===== config.mk =====
export PLATFORM = sky130hd
export DESIGN_NAME = memory_request_queue_arbiter
export DESIGN_NICKNAME = d
export VERILOG_FILES = /design/src/mrqa_pkg.sv /design/src/mrqa_ram.sv /design/src/mrqa_datapath.sv /design/src/mrqa_ctrl.sv /design/src/memory_request_queue_arbiter.sv
export SDC_FILE = /design/constraint.sdc
export NUM_CORES = 2
export LEC_CHECK = 0
export BUFFER_PORTS_ARGS = -buffer_cell sky130_fd_sc_hd__buf_2
export CORE_ASPECT_RATIO = 0.75
export CORE_UTILIZATION = 59
export DETAILED_ROUTE_END_ITERATION = 8
export PLACE_DENSITY = 0.8
export SETUP_SLACK_MARGIN = 0.4
export SYNTH_ARGS = -nofsm -noshare
export SYNTH_HDL_FRONTEND = slang
export SYNTH_SLANG_ARGS = --single-unit

===== constraint.sdc =====
create_clock -name clk -period 13.5 [get_ports clk]
set_clock_uncertainty 0.1 [all_clocks]
set_input_delay 3.375 -clock clk [delete_from_list [all_inputs] [get_ports clk]]
set_output_delay 3.375 -clock clk [all_outputs]
set_load 0.02 [all_outputs]

===== src/mrqa_pkg.sv =====
// ----------------------------------------------------------------------------
// mrqa_pkg
// Shared types and codes for the memory request queue arbiter.
// ----------------------------------------------------------------------------
package mrqa_pkg;

    localparam int NUM_Q   = 5;
    localparam int Q_WRITE = 0;
    localparam int Q_READ  = 1;
    localparam int Q_FETCH = 2;
    localparam int Q_RDATA = 3;
    localparam int Q_FDATA = 4;

    typedef enum logic [2:0] {
        OP_PUSH_READ  = 3'd0,
        OP_PUSH_FETCH = 3'd1,
        OP_PUSH_WRITE = 3'd2,
        OP_POP_RDATA  = 3'd3,
        OP_POP_FDATA  = 3'd4,
        OP_SERVICE    = 3'd5,
        OP_RESPONSE   = 3'd6
    } op_t;

    typedef enum logic [1:0] {
        CMD_NONE  = 2'd0,
        CMD_WRITE = 2'd1,
        CMD_READ  = 2'd2,
        CMD_FETCH = 2'd3
    } mem_cmd_t;

    typedef struct packed {
        logic [2:0]  op;
        logic [31:0] req_address;
        logic [7:0]  req_mask;
        logic [31:0] req_wdata;
        logic [31:0] resp_data;
        logic        resp_ok;
    } item_t;

    typedef struct packed {
        logic        accepted;
        logic        pop_valid;
        logic [31:0] pop_word;
        logic [1:0]  mem_cmd;
        logic [31:0] mem_address;
        logic [7:0]  mem_mask;
        logic [31:0] mem_wdata;
        logic        read_data_empty;
        logic        fetch_data_empty;
        logic        write_full;
    } result_t;

    typedef struct packed {
        logic             capture;
        logic             exec;
        logic             load;
        logic [NUM_Q-1:0] push;
        logic [NUM_Q-1:0] pop;
        logic             accepted;
        logic             pop_valid;
        logic             pop_fetch;
        mem_cmd_t         mem_cmd;
    } ctrl_cmd_t;

    typedef struct packed {
        logic [2:0]       op;
        logic [NUM_Q-1:0] empty;
        logic [NUM_Q-1:0] full;
    } dp_status_t;

endpackage


===== src/mrqa_ram.sv =====
// ----------------------------------------------------------------------------
// mrqa_ram
// Generic single-write, single-read RAM with registered read data.
// ----------------------------------------------------------------------------
module mrqa_ram #(
    parameter int WIDTH = 32,
    parameter int DEPTH = 8
) (
    input  logic                     clk,
    input  logic                     wr_en,
    input  logic [$clog2(DEPTH)-1:0] wr_addr,
    input  logic [WIDTH-1:0]         wr_data,
    input  logic                     rd_en,
    input  logic [$clog2(DEPTH)-1:0] rd_addr,
    output logic [WIDTH-1:0]         rd_data
);

    logic [WIDTH-1:0] mem [DEPTH];

    always_ff @(posedge clk)
    begin
        if (wr_en)
        begin
            mem[wr_addr] <= wr_data;
        end
        if (rd_en)
        begin
            rd_data <= mem[rd_addr];
        end
    end

endmodule


===== src/mrqa_datapath.sv =====
// ----------------------------------------------------------------------------
// mrqa_datapath
// Queue pointers, counts, entry stores and the result register.
// ----------------------------------------------------------------------------
module mrqa_datapath #(
    parameter int QUEUE_DEPTH = 8
) (
    input  logic                 clk,
    input  logic                 rst_n,
    input  mrqa_pkg::item_t      item,
    input  mrqa_pkg::ctrl_cmd_t  cmd,
    output mrqa_pkg::dp_status_t status,
    output mrqa_pkg::result_t    result
);
    import mrqa_pkg::*;

    localparam int PTR_W = $clog2(QUEUE_DEPTH);
    localparam int CNT_W = $clog2(QUEUE_DEPTH + 1);

    typedef struct packed {
        logic [31:0] address;
        logic [7:0]  mask;
        logic [31:0] wdata;
    } wreq_t;

    item_t            item_reg;
    logic [PTR_W-1:0] head_reg [NUM_Q];
    logic [PTR_W-1:0] tail_reg [NUM_Q];
    logic [CNT_W-1:0] count_reg [NUM_Q];
    logic             accepted_reg;
    logic             pop_valid_reg;
    logic             pop_fetch_reg;
    mem_cmd_t         kind_reg;
    result_t          result_reg;
    result_t          result_next;

    wreq_t            wreq_wr;
    wreq_t            wreq_rd;
    logic [31:0]      raddr_rd;
    logic [31:0]      faddr_rd;
    logic [31:0]      rword_rd;
    logic [31:0]      fword_rd;
    logic [31:0]      resp_word;

    function automatic logic [PTR_W-1:0] next_slot(input logic [PTR_W-1:0] p);
        return (p == PTR_W'(QUEUE_DEPTH - 1)) ? '0 : p + 1'b1;
    endfunction

    always_ff @(posedge clk or negedge rst_n)
    begin
        if (!rst_n)
        begin
            for (int i = 0; i < NUM_Q; i++)
            begin
                head_reg[i]  <= '0;
                tail_reg[i]  <= '0;
                count_reg[i] <= '0;
            end
        end
        else
        begin
            for (int i = 0; i < NUM_Q; i++)
            begin
                if (cmd.push[i])
                begin
                    tail_reg[i]  <= next_slot(tail_reg[i]);
                    count_reg[i] <= count_reg[i] + 1'b1;
                end
                else if (cmd.pop[i])
                begin
                    head_reg[i]  <= next_slot(head_reg[i]);
                    count_reg[i] <= count_reg[i] - 1'b1;
                end
            end
        end
    end

    always_ff @(posedge clk)
    begin
        if (cmd.capture)
        begin
            item_reg <= item;
        end
        if (cmd.exec)
        begin
            accepted_reg  <= cmd.accepted;
            pop_valid_reg <= cmd.pop_valid;
            pop_fetch_reg <= cmd.pop_fetch;
            kind_reg      <= cmd.mem_cmd;
        end
        if (cmd.load)
        begin
            result_reg <= result_next;
        end
    end

    always_comb
    begin
        for (int i = 0; i < NUM_Q; i++)
        begin
            status.empty[i] = (count_reg[i] == '0);
            status.full[i]  = (count_reg[i] == CNT_W'(QUEUE_DEPTH));
        end
        status.op = item_reg.op;
    end

    assign wreq_wr.address = item_reg.req_address;
    assign wreq_wr.mask    = item_reg.req_mask;
    assign wreq_wr.wdata   = item_reg.req_wdata;
    assign resp_word       = item_reg.resp_ok ? item_reg.resp_data : 32'd0;

    mrqa_ram #(.WIDTH($bits(wreq_t)), .DEPTH(QUEUE_DEPTH)) u_write_ram (
        .clk     (clk),
        .wr_en   (cmd.push[Q_WRITE]),
        .wr_addr (tail_reg[Q_WRITE]),
        .wr_data (wreq_wr),
        .rd_en   (cmd.pop[Q_WRITE]),
        .rd_addr (head_reg[Q_WRITE]),
        .rd_data (wreq_rd)
    );

    mrqa_ram #(.WIDTH(32), .DEPTH(QUEUE_DEPTH)) u_read_ram (
        .clk     (clk),
        .wr_en   (cmd.push[Q_READ]),
        .wr_addr (tail_reg[Q_READ]),
        .wr_data (item_reg.req_address),
        .rd_en   (cmd.pop[Q_READ]),
        .rd_addr (head_reg[Q_READ]),
        .rd_data (raddr_rd)
    );

    mrqa_ram #(.WIDTH(32), .DEPTH(QUEUE_DEPTH)) u_fetch_ram (
        .clk     (clk),
        .wr_en   (cmd.push[Q_FETCH]),
        .wr_addr (tail_reg[Q_FETCH]),
        .wr_data (item_reg.req_address),
        .rd_en   (cmd.pop[Q_FETCH]),
        .rd_addr (head_reg[Q_FETCH]),
        .rd_data (faddr_rd)
    );

    mrqa_ram #(.WIDTH(32), .DEPTH(QUEUE_DEPTH)) u_rdata_ram (
        .clk     (clk),
        .wr_en   (cmd.push[Q_RDATA]),
        .wr_addr (tail_reg[Q_RDATA]),
        .wr_data (resp_word),
        .rd_en   (cmd.pop[Q_RDATA]),
        .rd_addr (head_reg[Q_RDATA]),
        .rd_data (rword_rd)
    );

    mrqa_ram #(.WIDTH(32), .DEPTH(QUEUE_DEPTH)) u_fdata_ram (
        .clk     (clk),
        .wr_en   (cmd.push[Q_FDATA]),
        .wr_addr (tail_reg[Q_FDATA]),
        .wr_data (resp_word),
        .rd_en   (cmd.pop[Q_FDATA]),
        .rd_addr (head_reg[Q_FDATA]),
        .rd_data (fword_rd)
    );

    always_comb
    begin
        result_next                  = '0;
        result_next.accepted         = accepted_reg;
        result_next.pop_valid        = pop_valid_reg;
        result_next.mem_cmd          = kind_reg;
        result_next.read_data_empty  = status.empty[Q_RDATA];
        result_next.fetch_data_empty = status.empty[Q_FDATA];
        result_next.write_full       = status.full[Q_WRITE];
        if (pop_valid_reg)
        begin
            result_next.pop_word = pop_fetch_reg ? fword_rd : rword_rd;
        end
        unique case (kind_reg)
            CMD_WRITE:
            begin
                result_next.mem_address = wreq_rd.address;
                result_next.mem_mask    = wreq_rd.mask;
                result_next.mem_wdata   = wreq_rd.wdata;
            end
            CMD_READ:  result_next.mem_address = raddr_rd;
            CMD_FETCH: result_next.mem_address = faddr_rd;
            default:   result_next.mem_address = '0;
        endcase
    end

    assign result = result_reg;

    for (genvar g = 0; g < NUM_Q; g++)
    begin : g_chk
        a_count_bound: assert property (@(posedge clk) disable iff (!rst_n)
            count_reg[g] <= CNT_W'(QUEUE_DEPTH))
            else $error("queue count above depth");
        a_no_push_full: assert property (@(posedge clk) disable iff (!rst_n)
            cmd.push[g] |-> !status.full[g])
            else $error("push into full queue");
    end

endmodule


===== src/mrqa_ctrl.sv =====
// ----------------------------------------------------------------------------
// mrqa_ctrl
// Sequencer: takes a word, decides the queue action, loads the result.
// ----------------------------------------------------------------------------
module mrqa_ctrl (
    input  logic                 clk,
    input  logic                 rst_n,
    input  logic                 item_valid,
    output logic                 item_ready,
    output logic                 result_valid,
    input  logic                 result_ready,
    input  mrqa_pkg::dp_status_t status,
    output mrqa_pkg::ctrl_cmd_t  cmd
);
    import mrqa_pkg::*;

    typedef enum logic [1:0] {
        S_IDLE,
        S_EXEC,
        S_LOAD
    } state_t;

    typedef enum logic [1:0] {
        AW_NONE,
        AW_READ,
        AW_FETCH
    } await_t;

    state_t     state_reg;
    state_t     state_next;
    await_t     await_reg;
    await_t     await_next;
    logic       result_valid_reg;
    logic       result_valid_next;
    logic       out_free;
    ctrl_cmd_t  act;

    assign out_free   = !result_valid_reg || result_ready;
    assign item_ready = (state_reg == S_IDLE);

    always_comb
    begin
        act        = '0;
        await_next = await_reg;
        unique case (op_t'(status.op))
            OP_PUSH_READ:
            begin
                act.push[Q_READ] = !status.full[Q_READ];
                act.accepted     = !status.full[Q_READ];
            end
            OP_PUSH_FETCH:
            begin
                act.push[Q_FETCH] = !status.full[Q_FETCH];
                act.accepted      = !status.full[Q_FETCH];
            end
            OP_PUSH_WRITE:
            begin
                act.push[Q_WRITE] = !status.full[Q_WRITE];
                act.accepted      = !status.full[Q_WRITE];
            end
            OP_POP_RDATA:
            begin
                act.pop[Q_RDATA] = !status.empty[Q_RDATA];
                act.pop_valid    = !status.empty[Q_RDATA];
            end
            OP_POP_FDATA:
            begin
                act.pop[Q_FDATA] = !status.empty[Q_FDATA];
                act.pop_valid    = !status.empty[Q_FDATA];
                act.pop_fetch    = 1'b1;
            end
            OP_SERVICE:
            begin
                if (await_reg == AW_NONE)
                begin
                    priority if (!status.empty[Q_WRITE])
                    begin
                        act.pop[Q_WRITE] = 1'b1;
                        act.mem_cmd      = CMD_WRITE;
                    end
                    else if (!status.empty[Q_READ] && !status.full[Q_RDATA])
                    begin
                        act.pop[Q_READ] = 1'b1;
                        act.mem_cmd     = CMD_READ;
                        await_next      = AW_READ;
                    end
                    else if (!status.empty[Q_FETCH] && !status.full[Q_FDATA])
                    begin
                        act.pop[Q_FETCH] = 1'b1;
                        act.mem_cmd      = CMD_FETCH;
                        await_next       = AW_FETCH;
                    end
                    else
                    begin
                        act.mem_cmd = CMD_NONE;
                    end
                end
            end
            OP_RESPONSE:
            begin
                act.push[Q_RDATA] = (await_reg == AW_READ) && !status.full[Q_RDATA];
                act.push[Q_FDATA] = (await_reg == AW_FETCH) && !status.full[Q_FDATA];
                await_next        = AW_NONE;
            end
            default:
            begin
                act = '0;
            end
        endcase
    end

    always_comb
    begin
        cmd               = '0;
        state_next        = state_reg;
        result_valid_next = result_valid_reg && !result_ready;
        unique case (state_reg)
            S_IDLE:
            begin
                cmd.capture = item_valid;
                if (item_valid)
                begin
                    state_next = S_EXEC;
                end
            end
            S_EXEC:
            begin
                cmd      = act;
                cmd.exec = 1'b1;
                state_next = S_LOAD;
            end
            S_LOAD:
            begin
                if (out_free)
                begin
                    cmd.load          = 1'b1;
                    result_valid_next = 1'b1;
                    state_next        = S_IDLE;
                end
            end
            default:
            begin
                state_next = S_IDLE;
            end
        endcase
    end

    always_ff @(posedge clk or negedge rst_n)
    begin
        if (!rst_n)
        begin
            state_reg        <= S_IDLE;
            await_reg        <= AW_NONE;
            result_valid_reg <= 1'b0;
        end
        else
        begin
            state_reg        <= state_next;
            result_valid_reg <= result_valid_next;
            if (state_reg == S_EXEC)
            begin
                await_reg <= await_next;
            end
        end
    end

    assign result_valid = result_valid_reg;

    a_one_queue_op: assert property (@(posedge clk) disable iff (!rst_n)
        $onehot0({cmd.push, cmd.pop}))
        else $error("more than one queue touched");

    a_issue_idle: assert property (@(posedge clk) disable iff (!rst_n)
        (cmd.mem_cmd != CMD_NONE) |-> (await_reg == AW_NONE))
        else $error("command issued while awaiting response");

    a_await_set: assert property (@(posedge clk) disable iff (!rst_n)
        (cmd.exec && (cmd.mem_cmd == CMD_READ || cmd.mem_cmd == CMD_FETCH))
        |=> (await_reg != AW_NONE))
        else $error("read or fetch issued without awaiting");

    a_load_free: assert property (@(posedge clk) disable iff (!rst_n)
        cmd.load |-> out_free)
        else $error("result register overwritten");

endmodule


===== src/memory_request_queue_arbiter.sv =====
// ----------------------------------------------------------------------------
// memory_request_queue_arbiter
// Three request queues and two response queues in front of a memory port,
// with fixed-priority issue: write, then data read, then fetch.
// ----------------------------------------------------------------------------
// The sequencer walks capture, queue update with RAM read, and result load;
//   it takes no new word until the result of the last one is loaded, and
//   the load waits while an earlier result has not been taken.
// Reset: all queues empty, no response awaited; entry RAMs are not cleared.
module memory_request_queue_arbiter #(
    parameter int QUEUE_DEPTH = 8
) (
    input  logic              clk,
    input  logic              rst_n,
    input  logic              item_valid,
    output logic              item_ready,
    input  mrqa_pkg::item_t   item,
    output logic              result_valid,
    input  logic              result_ready,
    output mrqa_pkg::result_t result
);
    import mrqa_pkg::*;

    ctrl_cmd_t  cmd;
    dp_status_t status;

    mrqa_ctrl u_ctrl (
        .clk          (clk),
        .rst_n        (rst_n),
        .item_valid   (item_valid),
        .item_ready   (item_ready),
        .result_valid (result_valid),
        .result_ready (result_ready),
        .status       (status),
        .cmd          (cmd)
    );

    mrqa_datapath #(.QUEUE_DEPTH(QUEUE_DEPTH)) u_datapath (
        .clk    (clk),
        .rst_n  (rst_n),
        .item   (item),
        .cmd    (cmd),
        .status (status),
        .result (result)
    );

endmodule

# [Word level (Yosys, flattened, before mapping)]
# Memories as Yosys holds them, arrays and structs flattened. A register that Yosys moved wholly into a read port is not among the register bits.
# Cells that the tools add are included.
[classes] magnitude_cmp=0 add_sub_neg=20 reduce_logical=40 n_mul=0 mux=69 shift=0 n_eq_ne=33 bitwise=5 n_div=0
[op_table] operator="$pmux W32 S3" n=1
[op_table] operator="$mux W32" n=2
[op_table] operator="$mux W4" n=10
[op_table] operator="$eq A3 B3 Y1 const B" n=13
[op_table] operator="$mux W3" n=12
[op_table] operator="$add A3 B1 Y3 const B" n=10
[op_table] operator="$mux W1" n=26
[op_table] operator="$mux W2" n=13
[op_table] operator="$add A4 B1 Y4 const B" n=5
[op_table] operator="$eq A4 B4 Y1 const B" n=5
[op_table] operator="$logic_not A4 Y1" n=5
[op_table] operator="$sub A4 B1 Y4 const B" n=5
[op_table] operator="$mux W15" n=1
[op_table] operator="$reduce_and A2 Y1" n=6
[op_table] operator="$reduce_bool A2 Y1" n=6
[op_table] operator="$logic_not A1 Y1" n=11
[op_table] operator="$eq A2 B2 Y1 const B" n=4
[op_table] operator="$eq A2 B1 Y1 const B" n=3
[op_table] operator="$eq A3 B2 Y1 const B" n=2
[op_table] operator="$ne A2 B1 Y1 const B" n=3
[op_table] operator="$pmux W2 S3" n=1
[op_table] operator="$logic_and A1 B1 Y1" n=5
[op_table] operator="$not A1 Y1" n=5
[op_table] operator="$reduce_and A5 Y1" n=1
[op_table] operator="other kinds (11)" n=12
[totals] latch_bits=0 out_inout_bits=113 regBits=279 word_cells=211 mem_bits_rw=1600 in_bits=112 rom_bits=0 mem_count=5
[memory_table] name="u_datapath.u_write_ram.mem" words=8 width=72 rd=1 rd_clocked_by_memory_dff=1 write_ports=1 line="mrqa_ram.sv:18" source="logic [WIDTH-1:0] mem [DEPTH];"
[memory_table] name="u_datapath.u_fdata_ram.mem" words=8 width=32 rd=1 rd_clocked_by_memory_dff=1 write_ports=1 line="mrqa_ram.sv:18"
[memory_table] name="u_datapath.u_fetch_ram.mem" words=8 width=32 rd=1 rd_clocked_by_memory_dff=1 write_ports=1 line="mrqa_ram.sv:18"
[memory_table] name="u_datapath.u_rdata_ram.mem" words=8 width=32 rd=1 rd_clocked_by_memory_dff=1 write_ports=1 line="mrqa_ram.sv:18"
[memory_table] name="u_datapath.u_read_ram.mem" words=8 width=32 rd=1 rd_clocked_by_memory_dff=1 write_ports=1 line="mrqa_ram.sv:18"

# [Depth between registers and ports, before layout]
[logic_depth] word_depth=11 mapped_depth=11 depth_no_buf=9

# [Modules after synthesis]
# A second synthesis with hierarchy kept.
[hier_totals] cells_unflattened=3314 hier_area_um2=78978.2
[by_module_without_submodules] mod="mrqa_ram (u_datapath.u_fdata_ram ...)" n_inst=4 seq_area_each_um2=8648.3 cells_per_inst=415 area_per_inst_um2=10786.6
[by_module_without_submodules] mod="mrqa_ram (u_datapath.u_write_ram)" n_inst=1 seq_area_each_um2=19458.7 cells_per_inst=917 area_per_inst_um2=24089.4
[by_module_without_submodules] mod="mrqa_datapath" n_inst=1 seq_area_each_um2=7977.7 cells_per_inst=688 area_per_inst_um2=11318.4
[by_module_without_submodules] mod="mrqa_ctrl" n_inst=1 seq_area_each_um2=125.1 cells_per_inst=49 area_per_inst_um2=424.2

# [Worst setup path after synthesis]
# OpenSTA, ideal clock, no wires.
[synth_timing] path_kind="input to register" from="input port result_ready" to="register u_datapath.result_reg, in the netlist u_datapath.result[0], enable pin" stages=2 setup_slack_ps=4397 t_required_ps=12805 arrival_ps=8408 cell_sequence="nand2b_1 > nor2b_1"
[synth_lines] element="start: declaration" line="memory_request_queue_arbiter.sv:19" source="input logic result_ready,"
[synth_lines] element="end signal: assignment" line="mrqa_datapath.sv:93" source="result_reg <= result_next;"
[synth_lines] element="end: declaration" line="mrqa_datapath.sv:34" source="result_t result_reg;"

# [Final worst setup path]
[layout_timing] from="register u_ctrl.state_reg[1]" to="output port item_ready"
[layout_between] elab_chain_cells=1
[layout_rtl] element="start: declaration" line="mrqa_ctrl.sv:29" source="state_t state_reg;"
[layout_rtl] element="start signal: assignment" line="mrqa_ctrl.sv:158" source="state_reg <= state_next;"
[layout_rtl] element="$logic_not A2 Y1" line="mrqa_ctrl.sv:39" source="assign item_ready = (state_reg == S_IDLE);"
[layout_rtl] element="end: declaration" line="memory_request_queue_arbiter.sv:16" source="output logic item_ready,"
# No other way between the ends.

==> impl_results.md <==
- CTS resizes: 0
- Placed cell area: 81300 µm²
- Reg with most FFs: u_datapath.u_write_ram.mem
- Worst R2R Setup Slack: roughly 8800 ps
- Nets: ~3800
- Synthesized cell area: ~78000 µm²
- Fin crit period: approximately 5000 ps
- Hold WS: between 300 and 400 ps
- # rows: between 100 and 150
- Boundary Pins: between 200 and 250
- CP max stage delay: 420 ps
- Slew Limit Headroom: between 10% and 20%
- Max Fclk: ~0.19 GHz
- RSZ-0062 raised after global routing: false
- Gate count of the mapped netlist: roughly 3300
- HP Class: flip-flop to flip-flop
- Critical Path AT: 1670 ps
- Max reg flops: between 500 and 600
- Hold worst-path end: u_datapath.count_reg[3]
- CTS H-tree depth: 4
- Via Count: roughly 36000
- Setup Fix Bufs, Post-CTS: 0
- Required @ worst endpoint: roughly 10000 ps
- Largest net degree at the start of global routing: 73
- TritonCTS clock tree: done
- P_leak: ~0.028 µW
- Routed wire length: approximately 170 mm
- Worst-path cell chain: nor2_1 > buf_2
- Critical path's top delay family: flip-flops
- Fin Setup TNS: 0 ps
- Vias in the first global route: about 36000
- Chip width: 421 µm
- Fin crit share: around two fifths
- Cts hold-fix bufs: 0
- Fraction of layout cells with a size suffix above 1: 34.2%
- CORE AREA: roughly 130000 µm²
- Final Max Slew Viols: 0
- DR DRC count: 0
- Worst R2R End: u_datapath.u_write_ram.mem[5][6]
- GRT overflow: 0
- Port Buffers: 224
- Die area: between 100000 and 150000 µm²
- Clock root buffer: clkbuf_16
- CTS buffer count: roughly 180
- CTS Sinks: between 2000 and 2500
- Status: completed
- Kind of start point of the critical path: flip-flop
- DRT antenna net count: 0
- Gr usage total: 26.5%
- Ys Warns: 0
- Number of vias per cell: 6.47
- Synth cell types: between 40 and 50
- #FFs+latches synth: 2079
- Max Cap Viol: 0
- Hold path start: u_datapath.count_reg[3]
- EDFF count, synth: ~2000
- Synth-to-Final Area Change: 12.5%
- Worst vdd ir: between 0.15 and 0.2 mV
- Final GP Congestion: between 0.7 and 0.8
- Pwr Density: between 150 and 200 nW/µm²
- Syn Area/Cell: roughly 24 µm²
- WHS Path Cells: 1
- Setup CP Type: flip-flop to output port
- DPL Wire Length: between 80 and 90 mm
- Hold Vio Cnt, Final: 0
- First-pass GRT wire length: 248 mm
- Die Ht: between 300 and 400 µm
- Syn nets: between 3000 and 4000
- Wire per inst: around 31 µm
- Worst-Skew Late Latency: between 800 and 900 ps
- Drt first pass iters: 5
- Setup violations, final: 0
- Worst-margin pin slew: roughly 1200 ps
- Initial Util: approximately 60%
- Worst r2r src: u_datapath.status[12]
- R2R cell count: 5
- Clock transition at path regs: about 70 ps
- Async set-reset flop share out of synthesis: about 2.6%
- CP Max Fanout: 5
- Critical path endpoint category: output port
- Initial antenna violation count: 15
- Post-route cell area: around 87000 µm²
- Fin util: roughly two thirds
- CP Buf/Inv Count: 1
- CP max stage cell: dfrtp_1
- Number of DRC markers in iteration 0: ~4600
- CTS max path bufs: 3
- Post-synthesis sequential area ratio: roughly 80%
- Prevailing post-synth register cell: edfxtp_1
-- worst reg2reg max path, stage by stage, from the launching register on --
cell and delay (ps):
edfxtp_1 510, nor3b_1 710, or3b_2 710, or2_2 450, nor2_4 940, buf_4 860
-- logic make-up after synthesis --
logic type	Yosys count	share of synthesized area, %
fa+ha+maj	35	0.613
compound gates	62	0.624
flops	2079	80.1
mux	695	15.8
simple gates	242	1.86
buf+inv	150	0.781
xor+xnor	15	0.169
-- worst max path at each step --
stage	to	startpoint	slack, ps	cells after the start
6_report	item_ready	u_ctrl.state_reg[1]	8350	2
5_1_grt	item_ready	u_ctrl.state_reg[1]	8260	2
4_1_cts	item_ready	u_ctrl.state_reg[1]	8290	2
3_5_place_dp	u_datapath.item_reg[61]	item_valid	7560	4
3_3_place_gp	u_datapath.item_reg[66]	item_valid	7590	4
2_1_floorplan	u_datapath.result[0]	result_ready	4400	2
-- stage by stage --
stage | total power, µW | setup slack (ps) | instances
2_1_floorplan | 9500 | 4400 | 3278
3_3_place_gp | 10000 | 7590 | 5181
3_5_place_dp | 10100 | 7560 | 5181
4_1_cts | 15300 | 8290 | 5522
5_1_grt | 15700 | 8260 | 5524
6_report | 15200 | 8350 | 5527
-- synthesized netlist by cell type, types with 7 or more instances --
master       n  area share (%)
and2_1      75            0.60
dfrtp_1     55             1.8
clkbuf_1    89            0.43
nor2b_1     36            0.29
nor2_1      30            0.15
nand2_1     26            0.13
buf_1       21            0.10
buf_2       34            0.22
nand2b_1    19            0.15
nor3_1      20            0.13
xnor2_1      7           0.079
ha_1        30            0.48
a21oi_1      7           0.045
mux4_2     400              12
a22o_1      32            0.36
mux2i_1     36            0.46
a21o_1       9           0.087
xor2_1       8           0.090
mux2_2     257             3.7
o21ai_0      9           0.058
edfxtp_1  2024              78
-- report_power, final --
part / internal (µW) / switching, µW
logic: 1080 / 1030
registers: 7530 / 350
clock network: 2900 / 2330
total: 11500 / 3720
-- cell usage in the layout (no fill, tap or decap), drive strengths merged, types with 5 or more instances in the layout --
master / count
a21o: 9
a21oi: 7
a22o: 32
and2: 75
buf: 307
bufinv: 18
clkbuf: 232
clkinv: 84
dfrtp: 55
diode: 5
edfxtp: 2024
fa: 5
ha: 30
inv: 12
mux2: 259
mux2i: 36
mux4: 400
nand2: 26
nand2b: 19
nor2: 33
nor2b: 36
nor3: 21
nor3b: 5
nor4: 7
nor4b: 5
o21ai: 9
xnor2: 7
xor2: 8
-- layout make-up --
type                       instances  area [µm²]
sequential                      2079       62200
tap                             1740        2180
timing repair buffer             307        1740
clock inverter                   109        1170
antenna                            5        12.5
inverter                           6        25.0
clock buffer                     232        4820
fill                            7482       42400
multi-input combinational       1049       15100
-- per-layer routing --
metal / part of all wire, % / global-route usage, % / wire length, µm / vias to the layer above
met1: 38 / 37.7 / 66500 / 18700
met4: 3.0 / 9.02 / 5270 / 10
met2: 49 / 42.0 / 84700 / 2269
met3: 9.8 / 5.10 / 17100 / 345
li1: - / - / - / 14400
met5: 0.031 / 0 / 53 / -
Note: power is estimated with default switching activity, not from simulation.
